[src/rtl/aat_pkg.sv]
// ----------------------------------------------------------------------------
// aat_pkg
// Shared types and constants of the annular arc tessellator.
// ----------------------------------------------------------------------------
package aat_pkg;

  localparam int MAX_SEGMENTS   = 32;
  localparam int TRIG_FRAC_BITS = 15;
  localparam int TRIG_W         = TRIG_FRAC_BITS + 1;
  localparam int SEG_W          = $clog2(MAX_SEGMENTS + 1);
  localparam int PPC_W          = 11;
  localparam int ANG_W          = 16;
  localparam int COORD_W        = 20;
  localparam int DIV_STEPS      = ANG_W;

  // quarter wave polynomial coefficients, Q30
  localparam logic [31:0] POLY_A = 32'd1686629713;
  localparam logic [31:0] POLY_B = 32'd688904866;
  localparam logic [31:0] POLY_C = 32'd76016977;

  localparam logic [PPC_W-1:0] PPC_RESET = 11'd64;

  // sine evaluation steps
  localparam logic [2:0] TS_SQUARE = 3'd0;
  localparam logic [2:0] TS_MUL_C  = 3'd1;
  localparam logic [2:0] TS_MUL_B  = 3'd2;
  localparam logic [2:0] TS_MUL_A  = 3'd3;
  localparam logic [2:0] TS_ROUND  = 3'd4;
  // coordinate steps: four products, then the last store
  localparam logic [2:0] CS_LAST   = 3'd4;

  typedef enum logic [3:0] {
    DP_NOP, DP_LOAD, DP_SEGS, DP_DIV, DP_ANG0,
    DP_TRIG, DP_CRD, DP_TRI0, DP_TRI1, DP_NEXT
  } dp_op_t;

  typedef struct packed {
    dp_op_t     op;
    logic       sel;    // 0: cosine, 1: sine
    logic [2:0] step;
  } dp_cmd_t;

  typedef struct packed {
    logic empty;
    logic first_vtx;
    logic last_vtx;
  } dp_stat_t;

  typedef enum logic [3:0] {
    ST_IDLE, ST_SEGS, ST_DIV, ST_ANG0, ST_TRIG,
    ST_CRD, ST_TRI0, ST_TRI1, ST_NEXT
  } ctl_state_t;

endpackage

[src/rtl/aat_datapath.sv]
// ----------------------------------------------------------------------------
// aat_datapath
// Request registers, segment divider, shared multiplier, sine evaluation,
// vertex coordinates and the triangle output register.
// ----------------------------------------------------------------------------
module aat_datapath
  import aat_pkg::*;
(
  input  logic                      clk,
  input  logic                      rst_n,
  input  logic                      cfg_we,
  input  logic [PPC_W-1:0]          cfg_wdata,
  input  logic [17:0]               in_center_x,
  input  logic [17:0]               in_center_y,
  input  logic [15:0]               in_radius,
  input  logic [13:0]               in_thickness,
  input  logic [15:0]               in_start_angle,
  input  logic [15:0]               in_end_angle,
  input  logic [31:0]               in_color,
  input  dp_cmd_t                   cmd,
  output dp_stat_t                  stat,
  output logic signed [COORD_W-1:0] out_first_x,
  output logic signed [COORD_W-1:0] out_first_y,
  output logic signed [COORD_W-1:0] out_second_x,
  output logic signed [COORD_W-1:0] out_second_y,
  output logic signed [COORD_W-1:0] out_third_x,
  output logic signed [COORD_W-1:0] out_third_y,
  output logic [31:0]               out_tri_color,
  output logic                      out_last_triangle
);

  localparam int RW = 18;
  localparam int PW = TRIG_W + RW;
  localparam int SW = PW + 2;
  localparam int TRIG_SHIFT = 44 - TRIG_FRAC_BITS;

  logic [PPC_W-1:0] ppc_r;
  logic [17:0]      cx_r, cy_r;
  logic [15:0]      sa_r, ea_r, rng_r;
  logic [31:0]      color_r;
  logic [RW-1:0]    rin_mag_r, rout_r;
  logic             rin_neg_r;

  logic [31:0] mul_a, mul_b;
  logic [63:0] prod_r;

  logic [SEG_W-1:0] segs_r, div_rem_r, acc_rem_r, vidx_r;
  logic [15:0]      div_q_r, acc_q_r, ang_r;

  logic [14:0]       qa_r;
  logic              qneg_r;
  logic [30:0]       z2_r;
  logic [TRIG_W-1:0] cos_mag_r, sin_mag_r;
  logic              cos_neg_r, sin_neg_r, crd_neg_r;

  logic [COORD_W-1:0] cur_xin_r, cur_yin_r, cur_xout_r, cur_yout_r;
  logic [COORD_W-1:0] prv_xin_r, prv_yin_r, prv_xout_r, prv_yout_r;

  // load helpers
  logic [16:0] r2;
  logic [10:0] npts;

  // divider step
  logic [SEG_W:0]   rem_t;
  logic             q_bit;
  logic [SEG_W-1:0] rem_n;

  // sine helpers
  logic [15:0] tang;
  logic [14:0] qa;
  logic [63:0] rnd;

  // coordinate helpers
  logic [2:0]          kp;
  logic signed [SW-1:0] crd_s, crd_sh;
  logic [COORD_W-1:0]  crd_val;

  // next angle
  logic [SEG_W:0] acc_sum;
  logic [15:0]    acc_q_n;

  assign r2   = {in_radius, 1'b0};
  assign npts = prod_r[26:16];

  assign rem_t = {div_rem_r, div_q_r[15]};
  assign q_bit = (rem_t >= {1'b0, segs_r});
  assign rem_n = q_bit ? SEG_W'(rem_t - {1'b0, segs_r}) : rem_t[SEG_W-1:0];

  assign tang = cmd.sel ? ang_r : 16'(ang_r + 16'd16384);
  assign qa   = tang[14] ? 15'(15'd16384 - {1'b0, tang[13:0]}) : {1'b0, tang[13:0]};
  assign rnd  = prod_r + (64'd1 << (TRIG_SHIFT - 1));

  assign kp     = 3'(cmd.step - 3'd1);
  assign crd_s  = crd_neg_r ? -$signed({2'b0, prod_r[PW-1:0]})
                            :  $signed({2'b0, prod_r[PW-1:0]});
  assign crd_sh = (crd_s + (SW'(1) <<< TRIG_FRAC_BITS)) >>> (TRIG_FRAC_BITS + 1);
  assign crd_val = (kp[0] ? {2'b0, cy_r} : {2'b0, cx_r}) + crd_sh[COORD_W-1:0];

  assign acc_sum = {1'b0, acc_rem_r} + {1'b0, div_rem_r};
  assign acc_q_n = (acc_sum >= {1'b0, segs_r}) ? 16'(acc_q_r + div_q_r + 16'd1)
                                              : 16'(acc_q_r + div_q_r);

  assign stat.empty     = (ea_r <= sa_r);
  assign stat.first_vtx = (vidx_r == '0);
  assign stat.last_vtx  = (vidx_r == segs_r);

  always_comb begin
    mul_a = '0;
    mul_b = '0;
    unique case (cmd.op)
      DP_LOAD: begin
        mul_a = 32'(ppc_r);
        mul_b = 32'(16'(in_end_angle - in_start_angle));
      end
      DP_TRIG: begin
        unique case (cmd.step)
          TS_SQUARE: begin
            mul_a = 32'(qa);
            mul_b = 32'(qa);
          end
          TS_MUL_C: begin
            mul_a = POLY_C;
            mul_b = {1'b0, prod_r[28:0], 2'b00};
          end
          TS_MUL_B: begin
            mul_a = POLY_B - prod_r[61:30];
            mul_b = {1'b0, z2_r};
          end
          TS_MUL_A: begin
            mul_a = POLY_A - prod_r[61:30];
            mul_b = 32'(qa_r);
          end
          default: begin
            mul_a = '0;
            mul_b = '0;
          end
        endcase
      end
      DP_CRD: begin
        if (cmd.step != CS_LAST) begin
          mul_a = 32'(cmd.step[0] ? sin_mag_r : cos_mag_r);
          mul_b = 32'(cmd.step[1] ? rout_r : rin_mag_r);
        end
      end
      default: begin
        mul_a = '0;
        mul_b = '0;
      end
    endcase
  end

  always_ff @(posedge clk) begin
    if (!rst_n) begin
      ppc_r <= PPC_RESET;
    end else if (cfg_we) begin
      ppc_r <= cfg_wdata;
    end
  end

  always_ff @(posedge clk) begin
    prod_r <= 64'(mul_a) * 64'(mul_b);
    unique case (cmd.op)
      DP_LOAD: begin
        cx_r    <= in_center_x;
        cy_r    <= in_center_y;
        sa_r    <= in_start_angle;
        ea_r    <= in_end_angle;
        rng_r   <= 16'(in_end_angle - in_start_angle);
        color_r <= in_color;
        rout_r  <= RW'(r2) + RW'(in_thickness);
        if (17'(in_thickness) > r2) begin
          rin_neg_r <= 1'b1;
          rin_mag_r <= RW'(17'(in_thickness) - r2);
        end else begin
          rin_neg_r <= 1'b0;
          rin_mag_r <= RW'(r2 - 17'(in_thickness));
        end
      end
      DP_SEGS: begin
        if (npts < 11'd2) begin
          segs_r <= SEG_W'(1);
        end else if (npts > 11'(MAX_SEGMENTS + 1)) begin
          segs_r <= SEG_W'(MAX_SEGMENTS);
        end else begin
          segs_r <= SEG_W'(npts - 11'd1);
        end
        div_rem_r <= '0;
        div_q_r   <= rng_r;
      end
      DP_DIV: begin
        div_q_r   <= {div_q_r[14:0], q_bit};
        div_rem_r <= rem_n;
      end
      DP_ANG0: begin
        acc_q_r   <= '0;
        acc_rem_r <= '0;
        ang_r     <= sa_r;
        vidx_r    <= '0;
      end
      DP_TRIG: begin
        unique case (cmd.step)
          TS_SQUARE: begin
            qa_r   <= qa;
            qneg_r <= tang[15];
          end
          TS_MUL_C: z2_r <= {prod_r[28:0], 2'b00};
          TS_ROUND: begin
            if (cmd.sel) begin
              sin_mag_r <= rnd[TRIG_SHIFT +: TRIG_W];
              sin_neg_r <= qneg_r;
            end else begin
              cos_mag_r <= rnd[TRIG_SHIFT +: TRIG_W];
              cos_neg_r <= qneg_r;
            end
          end
          default: ;
        endcase
      end
      DP_CRD: begin
        if (cmd.step != CS_LAST) begin
          crd_neg_r <= (cmd.step[0] ? sin_neg_r : cos_neg_r) ^
                       (cmd.step[1] ? 1'b0 : rin_neg_r);
        end
        if (cmd.step != '0) begin
          unique case (kp[1:0])
            2'd0: cur_xin_r  <= crd_val;
            2'd1: cur_yin_r  <= crd_val;
            2'd2: cur_xout_r <= crd_val;
            2'd3: cur_yout_r <= crd_val;
          endcase
        end
      end
      DP_TRI0: begin
        out_first_x       <= prv_xin_r;
        out_first_y       <= prv_yin_r;
        out_second_x      <= prv_xout_r;
        out_second_y      <= prv_yout_r;
        out_third_x       <= cur_xin_r;
        out_third_y       <= cur_yin_r;
        out_tri_color     <= color_r;
        out_last_triangle <= 1'b0;
      end
      DP_TRI1: begin
        out_first_x       <= prv_xout_r;
        out_first_y       <= prv_yout_r;
        out_second_x      <= cur_xout_r;
        out_second_y      <= cur_yout_r;
        out_third_x       <= cur_xin_r;
        out_third_y       <= cur_yin_r;
        out_tri_color     <= color_r;
        out_last_triangle <= stat.last_vtx;
      end
      DP_NEXT: begin
        prv_xin_r  <= cur_xin_r;
        prv_yin_r  <= cur_yin_r;
        prv_xout_r <= cur_xout_r;
        prv_yout_r <= cur_yout_r;
        acc_q_r    <= acc_q_n;
        acc_rem_r  <= (acc_sum >= {1'b0, segs_r}) ? SEG_W'(acc_sum - {1'b0, segs_r})
                                                  : acc_sum[SEG_W-1:0];
        ang_r      <= 16'(sa_r + acc_q_n);
        vidx_r     <= SEG_W'(vidx_r + SEG_W'(1));
      end
      default: ;
    endcase
  end

endmodule

[src/rtl/aat_ctrl.sv]
// ----------------------------------------------------------------------------
// aat_ctrl
// Sequencer: request intake, divider steps, per vertex sine and coordinate
// steps, and triangle hand-off to the output register.
// ----------------------------------------------------------------------------
module aat_ctrl
  import aat_pkg::*;
(
  input  logic     clk,
  input  logic     rst_n,
  input  logic     in_valid,
  output logic     in_stall,
  output logic     out_valid,
  input  logic     out_stall,
  input  dp_stat_t stat,
  output dp_cmd_t  cmd
);

  ctl_state_t state_r, state_nxt;
  logic [3:0] cnt_r, cnt_nxt;
  logic       sel_r, sel_nxt;
  logic       outv_r, outv_nxt;
  logic       slot_free;

  assign slot_free = !outv_r || !out_stall;
  assign in_stall  = (state_r != ST_IDLE);
  assign out_valid = outv_r;

  always_comb begin
    state_nxt = state_r;
    cnt_nxt   = cnt_r;
    sel_nxt   = sel_r;
    outv_nxt  = outv_r && out_stall;
    unique case (state_r)
      ST_IDLE: if (in_valid) state_nxt = ST_SEGS;
      ST_SEGS: begin
        state_nxt = stat.empty ? ST_IDLE : ST_DIV;
        cnt_nxt   = '0;
      end
      ST_DIV: begin
        cnt_nxt = 4'(cnt_r + 4'd1);
        if (cnt_r == 4'(DIV_STEPS - 1)) state_nxt = ST_ANG0;
      end
      ST_ANG0, ST_NEXT: begin
        state_nxt = ST_TRIG;
        cnt_nxt   = '0;
        sel_nxt   = 1'b0;
      end
      ST_TRIG: begin
        if (cnt_r[2:0] == TS_ROUND) begin
          cnt_nxt = '0;
          sel_nxt = 1'b1;
          if (sel_r) state_nxt = ST_CRD;
        end else begin
          cnt_nxt = 4'(cnt_r + 4'd1);
        end
      end
      ST_CRD: begin
        if (cnt_r[2:0] == CS_LAST) begin
          state_nxt = stat.first_vtx ? ST_NEXT : ST_TRI0;
        end else begin
          cnt_nxt = 4'(cnt_r + 4'd1);
        end
      end
      ST_TRI0: begin
        if (slot_free) begin
          outv_nxt  = 1'b1;
          state_nxt = ST_TRI1;
        end
      end
      ST_TRI1: begin
        if (slot_free) begin
          outv_nxt  = 1'b1;
          state_nxt = stat.last_vtx ? ST_IDLE : ST_NEXT;
        end
      end
      default: state_nxt = ST_IDLE;
    endcase
  end

  always_comb begin
    cmd.op   = DP_NOP;
    cmd.sel  = sel_r;
    cmd.step = cnt_r[2:0];
    unique case (state_r)
      ST_IDLE: if (in_valid) cmd.op = DP_LOAD;
      ST_SEGS: cmd.op = DP_SEGS;
      ST_DIV:  cmd.op = DP_DIV;
      ST_ANG0: cmd.op = DP_ANG0;
      ST_TRIG: cmd.op = DP_TRIG;
      ST_CRD:  cmd.op = DP_CRD;
      ST_TRI0: if (slot_free) cmd.op = DP_TRI0;
      ST_TRI1: if (slot_free) cmd.op = DP_TRI1;
      ST_NEXT: cmd.op = DP_NEXT;
      default: cmd.op = DP_NOP;
    endcase
  end

  always_ff @(posedge clk) begin
    if (!rst_n) begin
      state_r <= ST_IDLE;
      cnt_r   <= '0;
      sel_r   <= 1'b0;
      outv_r  <= 1'b0;
    end else begin
      state_r <= state_nxt;
      cnt_r   <= cnt_nxt;
      sel_r   <= sel_nxt;
      outv_r  <= outv_nxt;
    end
  end

endmodule

[src/rtl/annular_arc_tessellator_unit.sv]
// ----------------------------------------------------------------------------
// annular_arc_tessellator_unit
// Cuts a ring arc into quads and sends each quad out as two triangles.
// ----------------------------------------------------------------------------
// Input channel (in_valid/in_stall): one arc request per transaction. The
// block takes one request at a time; in_stall is high from the cycle after
// acceptance until the last triangle of the arc is in the output register.
// Output channel (out_valid/out_stall): one triangle per transaction, two
// per quad, out_last_triangle marks the end of the arc. The output register
// lets the next request be taken while the last triangle still waits.
// Per request, the block works through a 16 step divider for the angle
// increment, then per vertex five steps per sine or cosine and four
// products for the vertex coordinates, all on the one shared 32x32
// multiplier. An empty arc goes back to idle from the segment step.
// A stalled receiver holds the current triangle and pauses the sequencer.
// cfg_we writes points_per_circle; write it only while idle.
// Reset (rst_n, synchronous) empties the block and sets points_per_circle
// to 64.
// ----------------------------------------------------------------------------
module annular_arc_tessellator_unit
  import aat_pkg::*;
(
  input  logic                      clk,
  input  logic                      rst_n,
  input  logic                      cfg_we,
  input  logic [PPC_W-1:0]          cfg_wdata,
  input  logic                      in_valid,
  output logic                      in_stall,
  input  logic [17:0]               in_center_x,
  input  logic [17:0]               in_center_y,
  input  logic [15:0]               in_radius,
  input  logic [13:0]               in_thickness,
  input  logic [15:0]               in_start_angle,
  input  logic [15:0]               in_end_angle,
  input  logic [31:0]               in_color,
  output logic                      out_valid,
  input  logic                      out_stall,
  output logic signed [COORD_W-1:0] out_first_x,
  output logic signed [COORD_W-1:0] out_first_y,
  output logic signed [COORD_W-1:0] out_second_x,
  output logic signed [COORD_W-1:0] out_second_y,
  output logic signed [COORD_W-1:0] out_third_x,
  output logic signed [COORD_W-1:0] out_third_y,
  output logic [31:0]               out_tri_color,
  output logic                      out_last_triangle
);

  dp_cmd_t  cmd;
  dp_stat_t stat;

  aat_ctrl u_ctrl (
    .clk       (clk),
    .rst_n     (rst_n),
    .in_valid  (in_valid),
    .in_stall  (in_stall),
    .out_valid (out_valid),
    .out_stall (out_stall),
    .stat      (stat),
    .cmd       (cmd)
  );

  aat_datapath u_dp (
    .clk               (clk),
    .rst_n             (rst_n),
    .cfg_we            (cfg_we),
    .cfg_wdata         (cfg_wdata),
    .in_center_x       (in_center_x),
    .in_center_y       (in_center_y),
    .in_radius         (in_radius),
    .in_thickness      (in_thickness),
    .in_start_angle    (in_start_angle),
    .in_end_angle      (in_end_angle),
    .in_color          (in_color),
    .cmd               (cmd),
    .stat              (stat),
    .out_first_x       (out_first_x),
    .out_first_y       (out_first_y),
    .out_second_x      (out_second_x),
    .out_second_y      (out_second_y),
    .out_third_x       (out_third_x),
    .out_third_y       (out_third_y),
    .out_tri_color     (out_tri_color),
    .out_last_triangle (out_last_triangle)
  );

  a_busy_after_accept: assert property (@(posedge clk) disable iff (!rst_n)
    (in_valid && !in_stall) |=> in_stall)
    else $error("request taken while previous one in flight");

  a_hold_when_stalled: assert property (@(posedge clk) disable iff (!rst_n)
    (out_valid && out_stall) |=> (out_valid && $stable(out_first_x) &&
      $stable(out_first_y) && $stable(out_second_x) && $stable(out_second_y) &&
      $stable(out_third_x) && $stable(out_third_y) && $stable(out_tri_color) &&
      $stable(out_last_triangle)))
    else $error("stalled triangle changed");

  a_no_tri_when_idle_start: assert property (@(posedge clk) disable iff (!rst_n)
    (in_valid && !in_stall) |=> ##1 (!out_valid || $past(out_valid)))
    else $error("triangle issued right after request intake");

endmodule

[config.mk]
export PLATFORM = sky130hd
export DESIGN_NAME = annular_arc_tessellator_unit
export DESIGN_NICKNAME = d
export VERILOG_FILES = /design/src/rtl/aat_pkg.sv /design/src/rtl/aat_datapath.sv /design/src/rtl/aat_ctrl.sv /design/src/rtl/annular_arc_tessellator_unit.sv
export SDC_FILE = /design/constraint.sdc
export NUM_CORES = 2
export LEC_CHECK = 0
export BUFFER_PORTS_ARGS = -buffer_cell sky130_fd_sc_hd__buf_2
export CAP_MARGIN = 20
export CORE_ASPECT_RATIO = 0.75
export CORE_MARGIN = 2
export CORE_UTILIZATION = 45
export CTS_CLUSTER_DIAMETER = 40
export CTS_CLUSTER_SIZE = 12
export DETAILED_ROUTE_END_ITERATION = 8
export SYNTH_ARGS = -nofsm -noshare
export SYNTH_HDL_FRONTEND = slang
export SYNTH_SLANG_ARGS = --single-unit
export TNS_END_PERCENT = 1
[constraint.sdc]
create_clock -name clk -period 33.2 [get_ports clk]
set_clock_uncertainty 0.1 [all_clocks]
set_input_delay 6.64 -clock clk [delete_from_list [all_inputs] [get_ports clk]]
set_output_delay 6.64 -clock clk [all_outputs]
set_load 0.02 [all_outputs]
==> impl_metrics.csv <==
group,metric,value,unit
clocking,cts_tree,"done",
floorplan,fp.coreArea,0.145,sq mm
layout,drive_gt1_share,11.2,%
drt,drt_iter0_markers,4874,
drt,route.detailed.drc,0,
synthesis,ys_ff_latch,700,
layout,nets,8081,
clocking,cts.sink_count,700,
layout,n_fill_cell,13200,
sta,slew_headroom,7.55,%
floorplan,die_y,335,microns
synthesis,netlist.area_leader.share,28.3,%
sta,worstMarginPinSlew,1.39,ns
critical_path,cp-end-kind,"flop",
sta,tns,0,ns
drt,ant_nets,0,
sta,slew_violations,0,
synthesis,yosysSeqAreaShare,30.8,%
clocking,cts_setup_buffers,0,
place,io_buffers,300,
layout,syn2layout_area_growth,9.95,%
power_and_ir_drop,p_sw,1.68,mW
power_and_ir_drop,p_int,2.24,mW
layout,final_common_cell,"inv_1",
synthesis,synth.area.top_cells,"edfxtp_1 28%, fa_1 27%, ha_1 8.3%",
floorplan,io_pins,301,
drt,wl,199000,microns
clocking,cts_root_buf,"clkbuf_16",
drt,vias,47300,
global_routing,grt_pass1_vias,47600,
synthesis,synth_cell_types,93,
global_routing,grt_use_met2,38.5,%
clocking,cts_max_path_buffers,3,
floorplan,start_util,45.3,%
drt,wire_per_inst,23.2,microns
floorplan,die_area,0.149,sq mm
clocking,clock_latency,0.69,ns
layout,fin_area,0.0721,sq mm
power_and_ir_drop,p_leak,32.1,nW
synthesis,synth_cells,6401,
global_routing,met1_usage,40.8,%
synthesis,syn-num-nets,7857,
sta,holdWs,0.306,ns
place,pre_cts_slack,15.01,ns
synthesis,ys_async_sr_fraction,0,%
global_routing,antenna_found_initial,7,
clocking,ctsResizeCount,0,
power_and_ir_drop,sw_frac_of_total,42.8,%
power_and_ir_drop,vdd_drop_max,0.0000492,V
synthesis,synth.avg_cell_area,10.2,sq um
critical_path,reg2reg_slack,20.02,ns
synthesis,yosysTopAreaCell,"edfxtp_1",
synthesis,synth_area,0.0656,sq mm
power_and_ir_drop,clockPowerShare,20.8,%
sta,setup_viol,0,
critical_path,slowest_delay,0.80,ns
sta,min_period_over_period,53.1,%
clocking,cts_hold_buf,0,
place,place_area,0.0697,sq mm
floorplan,die_w,445,microns
drt,viasPerCell,5.51,
clocking,clk_pin_slew_worst_paths,0.06,ns
global_routing,grt_pass1_wl,302000,microns
power_and_ir_drop,combinationalPowerShare,47.7,%
clocking,htree_num_levels,3,
global_routing,grt_overflow,0,
critical_path,path_class,"input pin to flop",
drt,first_pass_iters,7,
sta,hold_viol_final,0,
critical_path,worstPathRequired,33.64,ns
power_and_ir_drop,power_density,54.4,mW/mm^2
synthesis,synth_edf_count,617,
run_status,status,"complete, no violations",
critical_path,path_common_cell,"inv_1",
global_routing,grt-busiest-layer,"met1",
sta,fin_crit,17.63,ns
power_and_ir_drop,finalPower,3.92,mW
place,dp_hpwl,153000,microns
global_routing,met3_usage,6.40,%
sta,rsz0062_at_grt,"false",
global_routing,grt_max_degree,154,
global_routing,grt.total_usage,27.1,%
sta,setup_slack,15.57,ns
sta,max_clock_freq,0.0567,GHz
critical_path,crit_path_start_kind,"input pin",
synthesis,synth_flop_cell,"edfxtp_1",
clocking,cts_buffers,77,
critical_path,cpMaxStageDelayCell,"a221oi_1",
power_and_ir_drop,seqPwrFrac,31.5,%
synthesis,yosysWarnings,0,
layout,final_cell_mix,"1113 x inv_1, 875 x fa_1, 737 x nor2_1, 617 x edfxtp_1, 605 x nand2_1",
floorplan,rows,121,
place,gp_congestion,0.955,
critical_path,arrival,18.07,ns
critical_path,cp_max_fo,32,
min_path,holdCritPathClass,"flop to flop",
flow_run,drv_cap,0,
[worst paths after layout]
path                                           end  cells after the start                          from
hold / removal    u_dp.out_tri_color[21]$_DFFE_PP_                      0    u_dp.color_r[21]$_DFFE_PP_
setup reg to reg           u_dp.prod_r[61]$_DFF_P_                     39  u_ctrl.cnt_r[0]$_SDFFE_PN0P_
hold reg to reg   u_dp.out_tri_color[21]$_DFFE_PP_                      0    u_dp.color_r[21]$_DFFE_PP_
setup / recovery           u_dp.prod_r[61]$_DFF_P_                     44               in_end_angle[0]
[logic make-up (layout without fill, tap and decap cells)]
| kind of cell | Yosys count | in the layout | synth area share [%] |
|---|---|---|---|
| other cells | 0 | 3 | 0 |
| compound gates | 736 | 736 | 7.57 |
| mux | 161 | 161 | 2.68 |
| buf+inv | 1404 | 1672 | 8.09 |
| simple gates | 1803 | 1803 | 12.0 |
| flops | 700 | 700 | 30.8 |
| fa+ha+maj | 1310 | 1310 | 35.0 |
| xor+xnor | 287 | 287 | 3.85 |
[metrics by stage]
step                      util (%)  cells
after floorplan                  -   6401
after global placement        48.1   8445
after detailed placement      48.1   8448
after CTS                     49.7   8571
after global routing          49.8   8575
final                         49.8   8578
[power by group through the flow]
| stage | Combinational (mW) | Sequential, mW | Clock (mW) |
|---|---|---|---|
| global placement | 1.79 | 1.25 | 0 |
| global route | 2.03 | 1.24 | 0.865 |
| finish | 1.87 | 1.24 | 0.816 |
| detailed placement | 1.82 | 1.25 | 0 |
| CTS | 1.83 | 1.23 | 0.831 |
| floorplan | 1.21 | 1.24 | 0 |
[synth_stat cells (all sizes together) (38+ instances only)]
cell and number:
nor2 748, o21bai 38, nand2 606, o21ai 123, xnor2 177, nor3 54
buf 47, a21oi 206, ha 435, mux2 119, nand2b 83, nand3 57
a21o 78, inv 1114, mux2i 42, nor2b 48, dfxtp 83, edfxtp 617
fa 875, and2 60, xor2 109, clkbuf 240
[critical path, delay by kind of cell]
kind                       cells  cell delay, ns
buffers and inverters         12            1.10
adders and majority gates     11            4.64
AOI/OAI and AO/OA             17            4.70
and+or+nand+nor                2            0.21
xor gates and xnor gates       2            0.69
[layout make-up]
class                   count  area, sq um  area share (%)
multi-input cells        4297        40400            56.1
flip-flops and latches    700        20200            28.0
inverters                1117         4200            5.83
repair buffers            432         2580            3.58
well taps                1906         2380            3.31
clock buffers             102         2090            2.90
clock inverters            21          219           0.304
diodes                      3         7.51          0.0104
[sequential cells by signal, indices dropped and copies added, names as in the netlist, 29 cells and up]
name / count
u_dp.prod_r: 62
u_dp.color_r: 32
u_dp.out_tri_color: 32
u_dp.z2_r: 29
[per-layer routing]
layer / wire length, microns / up-vias
met2: 82600 / 2006
li1: - / 21000
met3: 19800 / 296
met1: 90300 / 23900
met4: 6260 / 4
met5: 30 / -
Power figures use the tool's default switching activity.
